### config.mk
export PLATFORM = sky130hd
export DESIGN_NAME = pixel_priority_compositor_flat
export DESIGN_NICKNAME = d
export VERILOG_FILES = /design/src/sv/ppc_pkg.sv /design/src/sv/ppc_if.sv /design/src/sv/ppc_ctrl.sv /design/src/sv/ppc_datapath.sv /design/src/sv/pixel_priority_compositor.sv /design/src/flat_wrapper.sv
export SDC_FILE = /design/constraint.sdc
export NUM_CORES = 1
export LEC_CHECK = 0
export ABC_AREA = 1
export BUFFER_PORTS_ARGS = -buffer_cell sky130_fd_sc_hd__buf_2
export CAP_MARGIN = 5
export CORE_MARGIN = 5
export CORE_UTILIZATION = 61
export DETAILED_ROUTE_END_ITERATION = 10
export GPL_TIMING_DRIVEN = 0
export PLACE_DENSITY = 0.85
export SYNTH_ARGS = -nofsm -noshare
export SYNTH_HDL_FRONTEND = slang
export SYNTH_HIERARCHICAL = 1
export SYNTH_SLANG_ARGS = --single-unit
### constraint.sdc
create_clock -name clk -period 7 [get_ports clk]
set_input_delay 0.7 -clock clk [delete_from_list [all_inputs] [get_ports clk]]
set_output_delay 0.7 -clock clk [all_outputs]
set_load 0.02 [all_outputs]
### src/sv/ppc_pkg.sv
`default_nettype none

package ppc_pkg;

  localparam int SpriteSlotsDefault = 8;
  localparam int PaletteDepth = 32;
  localparam int CfgIndexW = 3;
  localparam int CfgDataW = 1;

  typedef enum logic [1:0] {
    ACT_RENDER      = 2'd0,
    ACT_LOAD_SPRITE = 2'd1,
    ACT_WRITE_PAL   = 2'd2,
    ACT_SET_COUNT   = 2'd3
  } action_t;

  typedef enum logic [CfgIndexW-1:0] {
    CFG_BG_ENABLE              = 3'd0,
    CFG_SPR_ENABLE             = 3'd1,
    CFG_LEFT_COLUMN_BACKGROUND = 3'd2,
    CFG_LEFT_COLUMN_SPRITES    = 3'd3,
    CFG_GRAYSCALE              = 3'd4
  } cfg_reg_t;

  typedef enum logic [1:0] {
    ST_IDLE,
    ST_CALC,
    ST_LOOK
  } state_t;

  typedef struct packed {
    logic [1:0]  action;
    logic [7:0]  screen_x;
    logic [2:0]  fine_x;
    logic [15:0] bg_pattern_low_bits;
    logic [15:0] bg_pattern_high_bits;
    logic [15:0] bg_palette_low_bits;
    logic [15:0] bg_palette_high_bits;
    logic [14:0] video_address;
    logic [4:0]  index;
    logic [32:0] sprite_entry;
    logic [5:0]  palette_value;
  } in_item_t;

  typedef struct packed {
    logic [5:0] colour;
    logic       background_opaque;
    logic       sprite_zero_hit;
  } out_item_t;

  typedef struct packed {
    logic accept;
    logic calc;
    logic load_out;
  } cmd_t;

  function automatic logic [4:0] pal_mirror(input logic [4:0] a);
    logic [4:0] m;
    m = a;
    if (a[4] && (a[1:0] == 2'b00)) begin
      m = {1'b0, a[3:0]};
    end
    return m;
  endfunction

endpackage

`default_nettype wire

### src/sv/ppc_if.sv
`default_nettype none

interface ppc_in_if;
  logic        valid;
  logic        ready;
  logic [1:0]  action;
  logic [7:0]  screen_x;
  logic [2:0]  fine_x;
  logic [15:0] bg_pattern_low_bits;
  logic [15:0] bg_pattern_high_bits;
  logic [15:0] bg_palette_low_bits;
  logic [15:0] bg_palette_high_bits;
  logic [14:0] video_address;
  logic [4:0]  index;
  logic [32:0] sprite_entry;
  logic [5:0]  palette_value;

  modport source (
    output valid, action, screen_x, fine_x, bg_pattern_low_bits, bg_pattern_high_bits,
           bg_palette_low_bits, bg_palette_high_bits, video_address, index,
           sprite_entry, palette_value,
    input  ready
  );

  modport sink (
    input  valid, action, screen_x, fine_x, bg_pattern_low_bits, bg_pattern_high_bits,
           bg_palette_low_bits, bg_palette_high_bits, video_address, index,
           sprite_entry, palette_value,
    output ready
  );
endinterface

interface ppc_out_if;
  logic       valid;
  logic       ready;
  logic [5:0] colour;
  logic       background_opaque;
  logic       sprite_zero_hit;

  modport source (
    output valid, colour, background_opaque, sprite_zero_hit,
    input  ready
  );

  modport sink (
    input  valid, colour, background_opaque, sprite_zero_hit,
    output ready
  );
endinterface

`default_nettype wire

### src/sv/ppc_ctrl.sv
`default_nettype none

module ppc_ctrl (
  input  wire logic          clk,
  input  wire logic          rst,
  input  wire logic          in_valid,
  input  wire logic [1:0]    in_action,
  output logic               in_ready,
  output logic               out_valid,
  input  wire logic          out_ready,
  output ppc_pkg::cmd_t      cmd
);

  ppc_pkg::state_t state;
  ppc_pkg::state_t state_next;
  logic            out_valid_next;

  always_ff @(posedge clk) begin
    if (rst) begin
      state     <= ppc_pkg::ST_IDLE;
      out_valid <= 1'b0;
    end else begin
      state     <= state_next;
      out_valid <= out_valid_next;
    end
  end

  always_comb begin
    state_next   = state;
    in_ready     = 1'b0;
    cmd.accept   = 1'b0;
    cmd.calc     = 1'b0;
    cmd.load_out = 1'b0;
    case (state)
      ppc_pkg::ST_IDLE: begin
        in_ready   = 1'b1;
        cmd.accept = in_valid;
        if (in_valid && (in_action == ppc_pkg::ACT_RENDER)) begin
          state_next = ppc_pkg::ST_CALC;
        end
      end
      ppc_pkg::ST_CALC: begin
        cmd.calc   = 1'b1;
        state_next = ppc_pkg::ST_LOOK;
      end
      ppc_pkg::ST_LOOK: begin
        if (!out_valid || out_ready) begin
          cmd.load_out = 1'b1;
          state_next   = ppc_pkg::ST_IDLE;
        end
      end
      default: begin
        state_next = ppc_pkg::ST_IDLE;
      end
    endcase
    out_valid_next = cmd.load_out || (out_valid && !out_ready);
  end

`ifndef SYNTHESIS
  a_no_overwrite: assert property (@(posedge clk) disable iff (rst)
    cmd.load_out |-> (!out_valid || out_ready))
    else $error("result register overwritten before it was taken");

  a_render_starts: assert property (@(posedge clk) disable iff (rst)
    (cmd.accept && (in_action == ppc_pkg::ACT_RENDER)) |=> cmd.calc)
    else $error("accepted render beat did not start composition");

  a_busy_after_calc: assert property (@(posedge clk) disable iff (rst)
    cmd.calc |=> (!in_ready && !cmd.calc))
    else $error("input taken while a pixel is in flight");

  a_load_sets_valid: assert property (@(posedge clk) disable iff (rst)
    cmd.load_out |=> out_valid)
    else $error("loaded result not presented");
`endif

endmodule

`default_nettype wire

### src/sv/ppc_datapath.sv
`default_nettype none

module ppc_datapath #(
  parameter int SPRITE_SLOTS = ppc_pkg::SpriteSlotsDefault
) (
  input  wire logic                           clk,
  input  wire logic                           rst,
  input  wire ppc_pkg::cmd_t                  cmd,
  input  wire ppc_pkg::in_item_t              in_item,
  input  wire logic                           cfg_write,
  input  wire logic [ppc_pkg::CfgIndexW-1:0]  cfg_index,
  input  wire logic [ppc_pkg::CfgDataW-1:0]   cfg_data,
  output ppc_pkg::out_item_t                  out_item
);

  localparam int CntW = $clog2(SPRITE_SLOTS + 1);

  logic bg_enable;
  logic spr_enable;
  logic left_column_background;
  logic left_column_sprites;
  logic grayscale;

  logic [32:0]     slots [SPRITE_SLOTS];
  logic [CntW-1:0] sprite_count;
  logic [5:0]      palette [ppc_pkg::PaletteDepth];

  logic [7:0]  sx;
  logic [2:0]  fx;
  logic [15:0] pl;
  logic [15:0] ph;
  logic [15:0] al;
  logic [15:0] ah;
  logic [14:0] vaddr;

  logic [4:0] pidx;
  logic       bg_opaque;
  logic       hit;

  logic [SPRITE_SLOTS-1:0] lane_opaque;
  logic [1:0]              lane_px [SPRITE_SLOTS];

  logic [3:0] pos;
  logic       bg_en;
  logic       sp_en;
  logic [1:0] bg;
  logic [1:0] bg_pal;
  logic       win_found;
  logic [1:0] win_px;
  logic [1:0] win_pal;
  logic       win_behind;
  logic       win_zero;
  logic [4:0] pidx_next;
  logic       hit_next;
  logic [5:0] colour;

  always_ff @(posedge clk) begin
    if (rst) begin
      bg_enable              <= 1'b0;
      spr_enable             <= 1'b0;
      left_column_background <= 1'b0;
      left_column_sprites    <= 1'b0;
      grayscale              <= 1'b0;
    end else if (cfg_write) begin
      case (cfg_index)
        ppc_pkg::CFG_BG_ENABLE:              bg_enable              <= cfg_data[0];
        ppc_pkg::CFG_SPR_ENABLE:             spr_enable             <= cfg_data[0];
        ppc_pkg::CFG_LEFT_COLUMN_BACKGROUND: left_column_background <= cfg_data[0];
        ppc_pkg::CFG_LEFT_COLUMN_SPRITES:    left_column_sprites    <= cfg_data[0];
        ppc_pkg::CFG_GRAYSCALE:              grayscale              <= cfg_data[0];
        default: begin
        end
      endcase
    end
  end

  always_ff @(posedge clk) begin
    if (rst) begin
      sprite_count <= '0;
    end else if (cmd.accept && (in_item.action == ppc_pkg::ACT_SET_COUNT)) begin
      if ({1'b0, in_item.index} > 6'(SPRITE_SLOTS)) begin
        sprite_count <= CntW'(SPRITE_SLOTS);
      end else begin
        sprite_count <= CntW'(in_item.index);
      end
    end
  end

  always_ff @(posedge clk) begin
    if (rst) begin
      for (int i = 0; i < ppc_pkg::PaletteDepth; i++) begin
        palette[i] <= '0;
      end
    end else if (cmd.accept && (in_item.action == ppc_pkg::ACT_WRITE_PAL)) begin
      palette[ppc_pkg::pal_mirror(in_item.index)] <= in_item.palette_value;
    end
  end

  always_ff @(posedge clk) begin
    if (cmd.accept) begin
      sx    <= in_item.screen_x;
      fx    <= in_item.fine_x;
      pl    <= in_item.bg_pattern_low_bits;
      ph    <= in_item.bg_pattern_high_bits;
      al    <= in_item.bg_palette_low_bits;
      ah    <= in_item.bg_palette_high_bits;
      vaddr <= in_item.video_address;
    end
  end

  for (genvar g = 0; g < SPRITE_SLOTS; g++) begin : g_lane
    logic [8:0] diff;
    logic [2:0] b;

    always_ff @(posedge clk) begin
      if (cmd.accept && (in_item.action == ppc_pkg::ACT_LOAD_SPRITE) &&
          (in_item.index == 5'(g))) begin
        slots[g] <= in_item.sprite_entry;
      end
    end

    always_comb begin
      diff = {1'b0, sx} - {1'b0, slots[g][7:0]};
      b    = slots[g][14] ? diff[2:0] : ~diff[2:0];
      lane_px[g] = {slots[g][24 + b], slots[g][16 + b]};
      lane_opaque[g] = (sprite_count > CntW'(g)) && !diff[8] && (diff[7:3] == 5'd0) &&
                       (lane_px[g] != 2'b00);
    end
  end

  always_comb begin
    pos    = {1'b1, ~fx};
    bg_en  = bg_enable && ((sx[7:3] != 5'd0) || left_column_background);
    sp_en  = spr_enable && ((sx[7:3] != 5'd0) || left_column_sprites);
    bg     = bg_en ? {ph[pos], pl[pos]} : 2'b00;
    bg_pal = bg_en ? {ah[pos], al[pos]} : 2'b00;

    win_found  = 1'b0;
    win_px     = 2'b00;
    win_pal    = 2'b00;
    win_behind = 1'b0;
    win_zero   = 1'b0;
    for (int i = SPRITE_SLOTS - 1; i >= 0; i--) begin
      if (lane_opaque[i]) begin
        win_found  = 1'b1;
        win_px     = lane_px[i];
        win_pal    = slots[i][9:8];
        win_behind = slots[i][13];
        win_zero   = slots[i][32];
      end
    end

    pidx_next = (bg != 2'b00) ? {1'b0, bg_pal, bg} : 5'd0;
    hit_next  = 1'b0;
    if (sp_en && win_found) begin
      hit_next = win_zero && (bg != 2'b00) && (sx != 8'hFF);
      if ((bg == 2'b00) || !win_behind) begin
        pidx_next = {1'b1, win_pal, win_px};
      end
    end
    if (!bg_enable && !spr_enable && (vaddr[13:8] == 6'h3F)) begin
      pidx_next = vaddr[4:0];
    end
  end

  always_ff @(posedge clk) begin
    if (cmd.calc) begin
      pidx      <= pidx_next;
      bg_opaque <= (bg != 2'b00);
      hit       <= hit_next;
    end
  end

  always_comb begin
    colour = palette[ppc_pkg::pal_mirror(pidx)];
    if (grayscale) begin
      colour = colour & 6'h30;
    end
  end

  always_ff @(posedge clk) begin
    if (cmd.load_out) begin
      out_item.colour            <= colour;
      out_item.background_opaque <= bg_opaque;
      out_item.sprite_zero_hit   <= hit;
    end
  end

endmodule

`default_nettype wire

### src/sv/pixel_priority_compositor.sv
// Flow: a render beat is accepted and its fields registered, composed into a registered
// palette index, then looked up in the palette and registered once the output is free.
// The three-state sequencer takes no new beat until the render result is loaded, which
// waits while an earlier result is not taken; sprite, palette and count writes leave it idle.
// Reset: synchronous, active high; clears configuration, sprite count, palette and
// handshake state. Sprite slots are not cleared and hold nothing until loaded.
`default_nettype none

module pixel_priority_compositor #(
  parameter int SPRITE_SLOTS = ppc_pkg::SpriteSlotsDefault
) (
  input  wire logic                           clk,
  input  wire logic                           rst,
  ppc_in_if.sink                              pixel_in,
  ppc_out_if.source                           pixel_out,
  input  wire logic                           cfg_write,
  input  wire logic [ppc_pkg::CfgIndexW-1:0]  cfg_index,
  input  wire logic [ppc_pkg::CfgDataW-1:0]   cfg_data
);

  ppc_pkg::cmd_t      cmd;
  ppc_pkg::in_item_t  in_item;
  ppc_pkg::out_item_t out_item;
  logic               in_ready;
  logic               out_valid;

  assign in_item.action               = pixel_in.action;
  assign in_item.screen_x             = pixel_in.screen_x;
  assign in_item.fine_x               = pixel_in.fine_x;
  assign in_item.bg_pattern_low_bits  = pixel_in.bg_pattern_low_bits;
  assign in_item.bg_pattern_high_bits = pixel_in.bg_pattern_high_bits;
  assign in_item.bg_palette_low_bits  = pixel_in.bg_palette_low_bits;
  assign in_item.bg_palette_high_bits = pixel_in.bg_palette_high_bits;
  assign in_item.video_address        = pixel_in.video_address;
  assign in_item.index                = pixel_in.index;
  assign in_item.sprite_entry         = pixel_in.sprite_entry;
  assign in_item.palette_value        = pixel_in.palette_value;

  assign pixel_in.ready              = in_ready;
  assign pixel_out.valid             = out_valid;
  assign pixel_out.colour            = out_item.colour;
  assign pixel_out.background_opaque = out_item.background_opaque;
  assign pixel_out.sprite_zero_hit   = out_item.sprite_zero_hit;

  ppc_ctrl u_ctrl (
    .clk       (clk),
    .rst       (rst),
    .in_valid  (pixel_in.valid),
    .in_action (pixel_in.action),
    .in_ready  (in_ready),
    .out_valid (out_valid),
    .out_ready (pixel_out.ready),
    .cmd       (cmd)
  );

  ppc_datapath #(
    .SPRITE_SLOTS (SPRITE_SLOTS)
  ) u_datapath (
    .clk       (clk),
    .rst       (rst),
    .cmd       (cmd),
    .in_item   (in_item),
    .cfg_write (cfg_write),
    .cfg_index (cfg_index),
    .cfg_data  (cfg_data),
    .out_item  (out_item)
  );

endmodule

`default_nettype wire

### src/flat_wrapper.sv
// flat-port wrapper written by rule: the top's interface ports become plain ports
module pixel_priority_compositor_flat 
#(
  parameter int SPRITE_SLOTS = ppc_pkg::SpriteSlotsDefault
)
  (clk, rst, cfg_write, cfg_index, cfg_data, pixel_in_valid, pixel_in_action, pixel_in_screen_x, pixel_in_fine_x, pixel_in_bg_pattern_low_bits, pixel_in_bg_pattern_high_bits, pixel_in_bg_palette_low_bits, pixel_in_bg_palette_high_bits, pixel_in_video_address, pixel_in_index, pixel_in_sprite_entry, pixel_in_palette_value, pixel_in_ready, pixel_out_valid, pixel_out_colour, pixel_out_background_opaque, pixel_out_sprite_zero_hit, pixel_out_ready);
  ppc_in_if pixel_in_i ();
  ppc_out_if pixel_out_i ();
  input  wire logic clk;
  input  wire logic rst;
  input  wire logic cfg_write;
  input  wire logic [ppc_pkg::CfgIndexW-1:0] cfg_index;
  input  wire logic [ppc_pkg::CfgDataW-1:0] cfg_data;
  input wire logic [$bits(pixel_in_i.valid)-1:0] pixel_in_valid;
  input wire logic [$bits(pixel_in_i.action)-1:0] pixel_in_action;
  input wire logic [$bits(pixel_in_i.screen_x)-1:0] pixel_in_screen_x;
  input wire logic [$bits(pixel_in_i.fine_x)-1:0] pixel_in_fine_x;
  input wire logic [$bits(pixel_in_i.bg_pattern_low_bits)-1:0] pixel_in_bg_pattern_low_bits;
  input wire logic [$bits(pixel_in_i.bg_pattern_high_bits)-1:0] pixel_in_bg_pattern_high_bits;
  input wire logic [$bits(pixel_in_i.bg_palette_low_bits)-1:0] pixel_in_bg_palette_low_bits;
  input wire logic [$bits(pixel_in_i.bg_palette_high_bits)-1:0] pixel_in_bg_palette_high_bits;
  input wire logic [$bits(pixel_in_i.video_address)-1:0] pixel_in_video_address;
  input wire logic [$bits(pixel_in_i.index)-1:0] pixel_in_index;
  input wire logic [$bits(pixel_in_i.sprite_entry)-1:0] pixel_in_sprite_entry;
  input wire logic [$bits(pixel_in_i.palette_value)-1:0] pixel_in_palette_value;
  output wire logic [$bits(pixel_in_i.ready)-1:0] pixel_in_ready;
  output wire logic [$bits(pixel_out_i.valid)-1:0] pixel_out_valid;
  output wire logic [$bits(pixel_out_i.colour)-1:0] pixel_out_colour;
  output wire logic [$bits(pixel_out_i.background_opaque)-1:0] pixel_out_background_opaque;
  output wire logic [$bits(pixel_out_i.sprite_zero_hit)-1:0] pixel_out_sprite_zero_hit;
  input wire logic [$bits(pixel_out_i.ready)-1:0] pixel_out_ready;
  assign pixel_in_i.valid = pixel_in_valid;
  assign pixel_in_i.action = pixel_in_action;
  assign pixel_in_i.screen_x = pixel_in_screen_x;
  assign pixel_in_i.fine_x = pixel_in_fine_x;
  assign pixel_in_i.bg_pattern_low_bits = pixel_in_bg_pattern_low_bits;
  assign pixel_in_i.bg_pattern_high_bits = pixel_in_bg_pattern_high_bits;
  assign pixel_in_i.bg_palette_low_bits = pixel_in_bg_palette_low_bits;
  assign pixel_in_i.bg_palette_high_bits = pixel_in_bg_palette_high_bits;
  assign pixel_in_i.video_address = pixel_in_video_address;
  assign pixel_in_i.index = pixel_in_index;
  assign pixel_in_i.sprite_entry = pixel_in_sprite_entry;
  assign pixel_in_i.palette_value = pixel_in_palette_value;
  assign pixel_in_ready = pixel_in_i.ready;
  assign pixel_out_valid = pixel_out_i.valid;
  assign pixel_out_colour = pixel_out_i.colour;
  assign pixel_out_background_opaque = pixel_out_i.background_opaque;
  assign pixel_out_sprite_zero_hit = pixel_out_i.sprite_zero_hit;
  assign pixel_out_i.ready = pixel_out_ready;
  pixel_priority_compositor #(.SPRITE_SLOTS(SPRITE_SLOTS)) u_core (.clk(clk), .rst(rst), .pixel_in(pixel_in_i), .pixel_out(pixel_out_i), .cfg_write(cfg_write), .cfg_index(cfg_index), .cfg_data(cfg_data));
endmodule
== Word-level counts from Yosys, hierarchy flattened ==
Memories as Yosys holds them, arrays and structs flattened.
Index checks and enable logic that the tools add are counted.
Word-level totals
  bits of input ports: 145
  memories: 2
  register bits: 116
  memory bits (writable): 456
Operators by class
  magnitude comparators: 26
  bitwise operators: 9
  $add $sub $neg: 24
  reduce and logical (&&, ||, !) cells: 103
  mux-type cells: 152
  eq/ne operators: 20
Memories
  u_core.u_datapath.slots: words 8, bits a word 33, read ports 8, clocked after Yosys merged registers in 0, write ports 1, RTL line ppc_datapath.sv:24  | logic [32:0] slots [SPRITE_SLOTS];
  u_core.u_datapath.palette: words 32, bits a word 6, read ports 1, clocked after Yosys merged registers in 0, write ports 32, RTL line ppc_datapath.sv:26  | logic [5:0] palette [ppc_pkg::PaletteDepth];
Operator list (count)
  33-bit 2-to-1 mux: 7
  33-bit OR reduction: 7
  6-bit by 7-bit < comparator with 1-bit output, second input constant: 16
  5-bit by 3-bit adder with 6-bit output, first input constant: 16
  1-bit binary-select mux with 6-bit select: 16
  1-bit 2-to-1 mux: 78
  8-bit by 8-bit subtractor with 9-bit output: 8
  1-bit logical AND: 46
  5-bit logical NOT: 9
  3-bit 2-to-1 mux: 15
  2-bit 2-to-1 mux: 20
  5-bit 2-to-1 mux: 8
  3-bit NOT: 9
  5-bit by 3-bit equality test with 1-bit output, second input constant: 4
  2-bit nonzero test: 9
  4-bit by 3-bit greater-than comparator with 1-bit output, second input constant: 4
  1-bit logical NOT: 13
  1-bit binary-select mux with 3-bit select: 4
  2-bit AND reduction: 6
  5-bit by 2-bit equality test with 1-bit output, second input constant: 2
  2-bit logical NOT: 5
  4-bit by 1-bit greater-than comparator with 1-bit output, second input constant: 2
  4-bit by 2-bit greater-than comparator with 1-bit output, second input constant: 2
  4-bit 2-to-1 mux: 2
  other kinds (17): 26

== Logic depth before layout (Yosys ltp) ==
An unclocked memory read counts as a cell.
  depth in word-level cells: 22
  mapped depth: 27
  gate-level depth less buffers: 27

== Cells and area by module ==
Netlist, hierarchy kept.
By module, submodules not included
  ppc_datapath: area an instance 23585.1 um^2, times used 1, cells each 2264
  ppc_ctrl: area an instance 155.1 um^2, times used 1, cells each 20

== Worst setup path after synthesis ==
OpenSTA, ideal clock, no wires.
  path type: in2reg
  start point: input port pixel_in_valid
  end point: memory u_core.u_datapath.slots[0][0], enable pin
  path slack: 1.146 ns
  library setup time: 0.488 ns
  path buffers: 0
  stages on the path: 6
  data arrival time: 5.366 ns
  cell sequence: clkinv_2 -> nor2_2 -> nand2_1 -> nor2_1 -> inv_1 -> nor4_1
RTL lines
  from (decl): RTL line flat_wrapper.sv:14  | input wire logic [$bits(pixel_in_i.valid)-1:0] pixel_in_valid;
  to (decl): RTL line ppc_datapath.sv:24

== Final worst setup path ==
  start point: register u_core.u_datapath.sx[1]
  end point: register u_core.u_datapath.pidx[2] (data pin)
On the way
  word-level cells in the longest chain between the ends: 21
  elaborated cells between the ends (all ways): 150
  classes of those cells: add/sub (24); mux (67); bitwise (8); reduce/logical (51)
Ends and longest elaborated chain
  from (decl): RTL line ppc_datapath.sv:28  | logic [7:0] sx;
  from (signal assigned): RTL line ppc_datapath.sv:101  | sx <= in_item.screen_x;
  8-bit by 8-bit subtractor with 9-bit output: RTL line ppc_datapath.sv:123  | diff = {1'b0, sx} - {1'b0, slots[g][7:0]};
  3-bit NOT: RTL line ppc_datapath.sv:124  | b = slots[g][14] ? diff[2:0] : ~diff[2:0];
  3-bit 2-to-1 mux: RTL line ppc_datapath.sv:124
  5-bit by 3-bit adder with 6-bit output: RTL line ppc_datapath.sv:125  | lane_px[g] = {slots[g][24 + b], slots[g][16 + b]};
  1-bit binary-select mux with 6-bit select: RTL line ppc_datapath.sv:125
  1-bit 2-to-1 mux (implied by the code): RTL line ppc_datapath.sv:125
  2-bit nonzero test: RTL line ppc_datapath.sv:127  | (lane_px[g] != 2'b00);
  1-bit logical AND: RTL line ppc_datapath.sv:126  | lane_opaque[g] = (sprite_count > CntW'(g)) && !diff[8] && (diff[7:3] == 5'd0) &&
  1-bit 2-to-1 mux (8 in series): RTL line ppc_datapath.sv:144  | if (lane_opaque[i]) begin
  1-bit logical NOT: RTL line ppc_datapath.sv:157  | if ((bg == 2'b00) || !win_behind) begin
  1-bit logical OR: RTL line ppc_datapath.sv:157
  5-bit 2-to-1 mux: RTL line ppc_datapath.sv:157
  5-bit 2-to-1 mux *: RTL line ppc_datapath.sv:155  | if (sp_en && win_found) begin
  5-bit 2-to-1 mux *: RTL line ppc_datapath.sv:161  | if (!bg_enable && !spr_enable && (vaddr[13:8] == 6'h3F)) begin
  net u_core.u_datapath.pidx_next[2]: RTL line ppc_datapath.sv:53  | logic [4:0] pidx_next;
  to (signal assigned): RTL line ppc_datapath.sv:168  | pidx <= pidx_next;
  to (decl): RTL line ppc_datapath.sv:36  | logic [4:0] pidx;
The timed path passes the listed nets; every way through them passes the cells marked *. The select of a mux whose other input is x is not followed.
A chain may end at the register's enable or synchronous reset.

==> results.sh <==
export IMPL_die_w_um=207
export IMPL_fin_crit_sh=0.624
export IMPL_power_mw=6.56
export IMPL_end_kind="flip-flop"
export IMPL_place_gp_congestion=0.964
export IMPL_worst_pin_slew_ns=1.12
export IMPL_ff2ff_setup_slack_ns=2.63
export IMPL_num_antenna_cells=0
export IMPL_drcViolationCount=0
export IMPL_path_common_cell="nand2_1"
export IMPL_layout_drive_gt1_share=0.118
export IMPL_first_pass_iters=6
export IMPL_hp_start="pixel_in_screen_x[4]"
export IMPL_post_cts_resized=0
export IMPL_synth_seq_cells=499
export IMPL_grt_pass1_vias=17800
export IMPL_slew_viol_final=0
export IMPL_ys_warn_count=6
export IMPL_io_pins=155
export IMPL_initial_core_util=0.616
export IMPL_routedWlPerCell_um=20.3
export IMPL_syn_area_mm2=0.0237
export IMPL_grt_max_degree=41
export IMPL_die_h_um=207
export IMPL_dp_hpwl_um=44100
export IMPL_dp_cells=2957
export IMPL_grt_usage=0.279
export IMPL_hold_path_class="primary input to flip-flop"
export IMPL_avgViaCountPerCell=5.92
export IMPL_r2r_start="u_core/u_datapath/sx[1]"
export IMPL_cpPeakStageDelay_ns=0.85
export IMPL_slowest_stage="edfxtp_1"
export IMPL_final_nets=2708
export IMPL_reg2reg_depth=21
export IMPL_path_class="flip-flop to flip-flop"
export IMPL_path_cells="inv_1 > fa_1 > xnor2_1 > inv_1 > o211ai_1 > nand3_1 > nand2_1 > nand2_1 > nand3_2 > buf_4 > nand2_1 > inv_1 > nand3_1 > nand2_1 > nand2_1 > nand2_1 > nand2_1 > a21oi_1 > nand2_1 > nand2_1 > nand2_1"
export IMPL_io_buffers=114
export IMPL_final_cells=3051
export IMPL_ys_seq_area_frac=0.626
export IMPL_area_growth_pct=13.5
export IMPL_final_area_mm2=0.0269
export IMPL_cts_buffer_depth=3
export IMPL_rr_endpoint="u_core/u_datapath/pidx[2]"
export IMPL_post_cts_setup_buffers=0
export IMPL_maxCapViolCount=0
export IMPL_rsz0062_at_grt="false"
export IMPL_cts_buffers_inserted=50
export IMPL_place_area_mm2=0.0253
export IMPL_min_to="u_core/u_datapath/sx[4]"
export IMPL_setup_violations=0
export IMPL_skew_ns=0.0471
export IMPL_p_per_area_mw_per_mm2=243
export IMPL_cts_htree_levels=2
export IMPL_tritoncts="built"
export IMPL_netlist_instances=2284
export IMPL_cts_root_buf="clkbuf_16"
export IMPL_drt_iter0_markers=2387
export IMPL_critPathLaunchType="flip-flop"
export IMPL_min_period_ns=4.37
export IMPL_design_core_area_mm2=0.0386
export IMPL_ant_nets=0
export IMPL_min_path_cells=1
export IMPL_clock_sinks=499
export IMPL_power_leakage_nw=11.1
export IMPL_cp_max_fo=14
export IMPL_worstPathRequired_ns=7.34
export IMPL_clk_pin_slew_ns=0.06
export IMPL_setup_slack_ns=2.63
export IMPL_outcome="finished, final reports clean"
export IMPL_dp_slack_ns=2.73
export IMPL_grt_pass1_wl_um=94700
export IMPL_rows=72
export IMPL_vias=18100
export IMPL_syn_avg_cell_area_um2=10.4
export IMPL_drt_wl_total_um=61800
export IMPL_arrival_ns=4.70
export IMPL_slew_headroom=0.251
export IMPL_antenna_found_initial=5
export IMPL_grt_ovfl_total=0
export IMPL_fmax_mhz=229
export IMPL_ys_types=62
export IMPL_ir_worst_vdd_uv=322
export IMPL_die_area_mm2=0.0430
export IMPL_hold_buffers=0
export IMPL_hold_viol_final=0
export IMPL_clk_latency_ns=0.62
cell type report:
type                    count  area, um^2
clock buffers              57        1300
well taps                 518         648
clock inverters            37         349
inverters                 289        1090
plain buffers              65         268
multi-input cells        1448        7630
repair buffers            138         786
fillers                  2705       11600
flip-flops and latches    499       14900
power by group:
group,switching (mW),internal [mW],total (mW)
Clock,1.15,1.53,2.67
Sequential,0.0408,3.35,3.39
Combinational,0.341,0.149,0.490
logic make-up (layout without fill, tap and decap cells):
kind of cell	count (synthesis)	count (layout)	share of synthesized area
AO/OA/AOI/OAI	356	356	0.0896
AND/OR/NAND/NOR	970	970	0.173
XOR/XNOR	25	25	0.0108
multiplexers	7	7	0.00295
other	1	18	0.000158
buffers and inverters	354	586	0.0571
adder cells (fa/ha/maj)	72	72	0.0405
flip-flops	499	499	0.626
cell usage after synthesis (all sizes together):
| cell | n | share of area |
|---|---|---|
| and2 | 2 | 0.00053 |
| a221oi | 6 | 0.0022 |
| a32o | 4 | 0.0017 |
| a31o | 1 | 0.00037 |
| a31oi | 6 | 0.0016 |
| xor2 | 9 | 0.0043 |
| conb | 1 | 0.00016 |
| edfxtp | 487 | 0.62 |
| inv | 288 | 0.046 |
| a211oi | 5 | 0.0016 |
| nor2 | 365 | 0.060 |
| o32ai | 1 | 0.00037 |
| nor4 | 8 | 0.0021 |
| a22o | 1 | 0.00037 |
| clkbuf | 52 | 0.0082 |
| o21ba | 1 | 0.00042 |
| nand2 | 424 | 0.070 |
| a21o | 1 | 0.00032 |
| clkinv | 1 | 0.00021 |
| o21ai | 148 | 0.032 |
| o31ai | 1 | 0.00032 |
| nor3 | 12 | 0.0025 |
| o21bai | 4 | 0.0013 |
| o211ai | 34 | 0.011 |
| nand3b | 5 | 0.0016 |
| dfxtp | 12 | 0.010 |
| nand3 | 126 | 0.028 |
| a21boi | 2 | 0.00063 |
| ha | 64 | 0.034 |
| o221a | 1 | 0.00047 |
| or2 | 13 | 0.0034 |
| a21oi | 81 | 0.018 |
| mux2i | 7 | 0.0030 |
| buf | 13 | 0.0031 |
| o22ai | 37 | 0.0098 |
| o21a | 6 | 0.0019 |
| o221ai | 14 | 0.0052 |
| o2111ai | 2 | 0.00074 |
| fa | 8 | 0.0067 |
| xnor2 | 16 | 0.0065 |
| nand4 | 15 | 0.0040 |
cell usage in the layout, fill, tap and decap left out, types with 5 or more instances in the layout:
master,instances
edfxtp_1,487
nand2_1,402
nor2_1,357
inv_1,266
o21ai_0,131
nand3_1,121
buf_2,115
a21oi_1,79
ha_1,64
clkbuf_1,58
clkbuf_16,51
o22ai_1,37
o211ai_1,33
inv_2,21
buf_4,19
nand2_2,18
conb_1,18
clkinv_1,15
nand4_1,15
xnor2_1,14
o221ai_1,14
o21ai_1,13
dfxtp_1,12
clkinv_2,10
nor3_1,9
buf_6,8
buf_1,8
fa_1,8
mux2i_1,7
xor2_1,6
a31oi_1,6
o21a_1,6
a221oi_1,6
bufinv_16,5
nand3b_1,5
or2_0,5
nor4_2,5
a211oi_1,5
state kept, by name, summed over array words and instances (netlist names), 3 cells and up:
register,count
u_core/u_datapath/al,8
u_core/u_datapath/vaddr,11
u_core/u_datapath/pl,8
u_core/u_datapath/fx,3
u_core/u_datapath/ph,8
u_core/u_datapath/out_item,8
u_core/u_datapath/slots,232
u_core/u_datapath/palette,186
u_core/u_datapath/sx,8
u_core/u_datapath/pidx,5
u_core/u_datapath/ah,8
u_core/u_datapath/sprite_count,4
stage by stage:
step / utilization / hold slack, ns / TNS, ns
2_1_floorplan: - / 0.400 / 0
3_3_place_gp: 0.649 / 0.406 / -140.32
3_5_place_dp: 0.656 / 0.408 / 0
4_1_cts: 0.699 / 0.238 / 0
5_1_grt: 0.699 / 0.247 / 0
6_report: 0.699 / 0.251 / 0
how the worst max path moves through the flow:
stage / depth (start not counted) / endpoint / from
after floorplan: 6 / u_core/u_datapath/slots[0][0] / pixel_in_valid
after global placement: 7 / u_core/u_datapath/slots[1][96] / pixel_in_valid
after detailed placement: 21 / u_core/u_datapath/pidx[2] / u_core/u_datapath/sx[1]
after CTS: 21 / u_core/u_datapath/pidx[2] / u_core/u_datapath/sx[1]
after global routing: 21 / u_core/u_datapath/pidx[2] / u_core/u_datapath/sx[1]
final: 21 / u_core/u_datapath/pidx[2] / u_core/u_datapath/sx[1]
metal layers:
metal,share of wire,track usage
met5,0.0011,0
met3,0.10,0.0550
met2,0.48,0.472
met1,0.35,0.344
met4,0.056,0.145
worst max-delay path, delay by kind of cell (launching register included):
| kind | cells | cell delay (ns) |
|---|---|---|
| buffers and inverters | 4 | 0.79 |
| AND/OR/NAND/NOR | 13 | 1.12 |
| XOR/XNOR | 1 | 0.44 |
| adder cells (fa/ha/maj) | 1 | 0.59 |
| AO/OA/AOI/OAI | 2 | 0.32 |
| flip-flops | 1 | 0.85 |
Note: power is estimated with default switching activity, not from simulation.
